<file path="src/design/ppfl_ram.sv">
// Generic single-port-write, single-port-read RAM with registered read.
// No dependencies.
module ppfl_ram #(
    parameter int WIDTH = 32,
    parameter int DEPTH = 64
) (
    input  logic                     i_clk,
    input  logic                     i_we,
    input  logic [$clog2(DEPTH)-1:0] i_waddr,
    input  logic [WIDTH-1:0]         i_wdata,
    input  logic [$clog2(DEPTH)-1:0] i_raddr,
    output logic [WIDTH-1:0]         o_rdata
);

    logic [WIDTH-1:0] r_mem [DEPTH];
    logic [WIDTH-1:0] r_rdata;

    always_ff @(posedge i_clk) begin
        if (i_we) begin
            r_mem[i_waddr] <= i_wdata;
        end
        r_rdata <= r_mem[i_raddr];
    end

    assign o_rdata = r_rdata;

endmodule
</file>
<file path="config.mk">
export PLATFORM = sky130hd
export DESIGN_NAME = ppfl_ram
export DESIGN_NICKNAME = d
export VERILOG_FILES = /design/src/design/ppfl_ram.sv
export SDC_FILE = /design/constraint.sdc
export NUM_CORES = 2
export LEC_CHECK = 0
export BUFFER_PORTS_ARGS = -buffer_cell sky130_fd_sc_hd__buf_2
export CORE_ASPECT_RATIO = 1.25
export CORE_UTILIZATION = 35
export DETAILED_ROUTE_END_ITERATION = 16
export GPL_TIMING_DRIVEN = 0
export PLACE_DENSITY = 0.59
export SYNTH_ARGS = -nofsm -noshare
export SYNTH_HDL_FRONTEND = slang
export SYNTH_SLANG_ARGS = --single-unit
export TNS_END_PERCENT = 30
</file>
<file path="constraint.sdc">
create_clock -name i_clk -period 9 [get_ports i_clk]
set_input_delay 1.35 -clock i_clk [delete_from_list [all_inputs] [get_ports i_clk]]
set_output_delay 1.35 -clock i_clk [all_outputs]
set_load 0.02 [all_outputs]
</file>
======== After elaboration in Yosys (flattened, before gate mapping) ========
Memory sizes are Yosys's and may differ from the RTL's. A register that Yosys moved wholly into a read port is not among the register bits.
Index checks and enable logic that the tools add are counted.
storage, ports and cells
  flip-flop bits (word level) ............. 0
  memories kept ........................... 1
  bits in latches ......................... 0
  bits in writable memories ............... 2,048
  output and inout port bits .............. 32
  logic and storage cells ................. 3
  ROM bits ................................ 0
  input port bits ......................... 46
operators by class
  divide/modulo/power cells ............... 0
  bitwise logic cells ..................... 0
  multiplexer cells ....................... 2
  add/subtract/negate cells ............... 0
  $lt $le $gt $ge ......................... 0
  eq/ne operators ......................... 0
  shift operators ......................... 0
  reduce and logical (&&, ||, !) cells .... 0
  multipliers ............................. 0
memories
  name   words  bits a word  rd ports  clocked after Yosys merged registers in  write ports  line  text
  r_mem  64     32           1         1                                        1            15    logic [WIDTH-1:0] r_mem [DEPTH];
operator list
  operator          count
  1-bit 2-to-1 mux  2

======== Longest topological paths before layout ========
  depth in word-level cells ............... 2
  mapped depth ............................ 10
  mapped depth without buffers ............ 5

======== Worst setup path before layout ========
Ideal clock, no wire load.
  path kind ............................... input to register
  start point ............................. input i_waddr[3]
  end point ............................... memory r_mem[48][0] (enable)
  library setup time ...................... 461 ps
  path buffers ............................ 1
  arrival ................................. 4,049 ps
  data required time ...................... 8,539 ps
  stages .................................. 4
  setup slack ............................. 4,490 ps
  path through ............................ clkbuf_1 -> nor2b_1 -> nand4b_1 -> nor3_1
RTL lines
  what                line  text
  start: declaration  9     input logic [$clog2(DEPTH)-1:0] i_waddr,
  end: declaration    15
No word-level cell before the write port.

==> flow_summary_export.csv <==
group,metric,value,unit
critical_path,crit_fanout,10,
sta,drv_slew,61,
grt,grt_pass1_vias,38330,
critical_path,worstPathRequired,9.57,ns
cts,clkLatencyLatePin,0.88,ns
cts,cts_buffer_depth,4,
floorplanning,ioPinCount,78,
synth,synth.distinct_cells,34,
sta,max_slew_margin,-0.2429,%
placement,postPlaceCellArea,84680,µm²
synth,avgSynthCellArea,23.62,µm²
cts,hold_buffers,0,
synth,yosysWarnings,0,
drt,drtAntennaViolNets,0,
cts,cts-buffers-inserted,202,
drt,routed_wl,244200,µm
synth,async_reset_ff_share,0,%
floorplanning,initial_core_util,35.16,%
synth,syn_area,78520,µm²
cells_and_area,layout.cells.non_filler,6797,
placement,placedCellCount,6413,
cells_and_area,fin_area,90960,µm²
critical_path,crit_arrival,5.48,ns
cts,post_cts_buffers,0,
critical_path,endpoint_kind,"flip-flop",
drt,routed-via-count,38750,
synth,synth_fp_nets,3370,
min_path,hold_path_class,"reg -> reg",
sta,finalCritPeriodShare,54.57,%
placement,place.gp.congestion,0.8740,
grt,grt_max_degree,65,
cells_and_area,nFillCells,19330,
synth,ys_seq_area_share,79.14,%
run_status,failed_checks,"max-slew violations",
run_status,status,"complete, but fails checks",
placement,port_buffers,69,
floorplanning,die_h,531.5,µm
grt,antenna_found_initial,25,
grt,grt_pass1_wl,326400,µm
synth,synth_edf_count,2048,
drt,vias_per_cell,5.702,
cts,numClockSinks,2080,
synth,synth_top_area_share,78.33,%
cts,cts-root-buf,"clkbuf_16",
synth,ys_top_cells_by_area,"edfxtp_1 78%, mux4_2 16%, mux2i_1 1.2%, dfxtp_1 0.82%, o22ai_1 0.67%",
sta,tns,0,ns
sta,fmax,0.2036,GHz
floorplanning,fp-row-count,194,
synth,ys_seq_elements,2080,
power_and_ir_drop,ir_drop,148.0,µV
cells_and_area,synthToLayoutAreaGrowth,15.85,%
sta,finalHoldViolations,0,
floorplanning,coreArea,223300,µm²
floorplanning,die_w,425.6,µm
power_and_ir_drop,p_leak,27.87,nW
sta,grt_setup_unrepaired,"no",
power_and_ir_drop,power.density,220.6,nW/µm²
synth,syn_inst,3324,
sta,min_period,4.912,ns
drt,drt_iter0_drc,5542,
cts,path_clk_slew,0.06,ns
sta,finalSetupViolations,0,
drt,drtPass1Iterations,6,
placement,dp_hpwl,159200,µm
cells_and_area,final_cell_mix,"2048 x edfxtp_1, 544 x mux4_2, 203 x clkbuf_16",
cells_and_area,layout.nets,3724,
synth,synth_flop_cell,"edfxtp_1",
run,maxCapViolCount,0,
sta,worst_pin_slew,1.504,ns
cts,h-tree-depth,4,
critical_path,crit_type,"in -> reg",
cts,cts_resized,0,
synth,synth_top_area_cell,"edfxtp_1",
drt,drc_errors,0,
sta,fin_skew,0.1101,ns
grt,grt_usage,21.33,%
cells_and_area,drive_above_1_share,29.34,%
floorplanning,dieArea,226200,µm²
cts,cts_tree,"built",
grt,grt_overflow,0,
drt,wl_per_cell,35.92,µm
critical_path,start_kind,"input port",
cells_and_area,layout_commonest_cell,"edfxtp_1",
[final timing paths]
kind                           start  cells past startpoint  slack [ns]             endpoint
min          r_mem[54][13]$_DFFE_PP_                      5        1.03  o_rdata[13]$_DFF_P_
max reg2reg  r_mem[11][25]$_DFFE_PP_                      4        6.21  o_rdata[25]$_DFF_P_
min reg2reg  r_mem[54][13]$_DFFE_PP_                      5        1.03  o_rdata[13]$_DFF_P_
max                       i_raddr[1]                      9        4.09  o_rdata[11]$_DFF_P_
[power breakdown]
| group | internal (W) | switching, W |
|---|---|---|
| Clock | 0.00451 | 0.00363 |
| Sequential | 0.0107 | 0.0000194 |
| Combinational | 0.000365 | 0.000807 |
[logic make-up after synthesis]
group,Yosys count,synth area share (%)
buffers and inverters,182,1.128
and+or+nand+nor,223,1.265
DFF,2080,79.14
AOI/OAI and AO/OA,202,1.673
muxes,637,16.79
[routing by layer]
layer / wire [µm] / GRT usage [%]
met3: 19090 / 3.636
met5: 0 / 0
met2: 123500 / 36.12
met1: 86900 / 25.90
met4: 14650 / 11.54
[registers in the layout, indices dropped and copies added, names as in the netlist]
register,cells
r_mem,2048
o_rdata,32
[synth_stat cells, types with 7 or more instances]
cell      count
mux2i_1      93
mux4_2      544
buf_2        57
nor2b_1      15
o22ai_1      84
o221ai_1     27
clkbuf_1     74
a311oi_1      8
a22oi_1      12
nand2_1      26
buf_1        21
buf_4        25
nor3_1        7
nand2b_1      8
nor2_1      137
edfxtp_1   2048
a21oi_1      62
dfxtp_1      32
[final cells by class]
type	instances	area, µm²	area share, %
well taps	2940	3679	4.044
plain buffers	182	890.9	0.9794
flip-flops and latches	2080	62140	68.32
clock buffers	246	5291	5.817
repair buffers	150	2037	2.239
clock inverters	108	882.1	0.9698
diodes	29	72.57	0.07978
multi-input cells	1062	15970	17.55
[worst max-delay path, stage by stage]
cell and delay [ns]:
buf_2 0.42, buf_2 0.41, buf_2 0.44, clkbuf_1 0.50
buf_2 0.49, mux2i_1 0.14, a21oi_1 0.62, a21oi_1 0.20
nor2_1 0.85
[through the flow]
stage | utilization (%) | power, W | hold slack [ns] | setup slack, ns
floorplan | - | 0.01150 | 0.6632 | 4.490
global placement | 36.96 | 0.01209 | 1.040 | 0.9997
detailed placement | 37.92 | 0.01212 | 1.036 | 3.261
CTS | 40.68 | 0.02015 | 1.045 | 4.179
global route | 40.71 | 0.02050 | 1.054 | 4.091
finish | 40.73 | 0.02006 | 1.029 | 4.088
No activity file was read; power rests on OpenSTA's default activity.
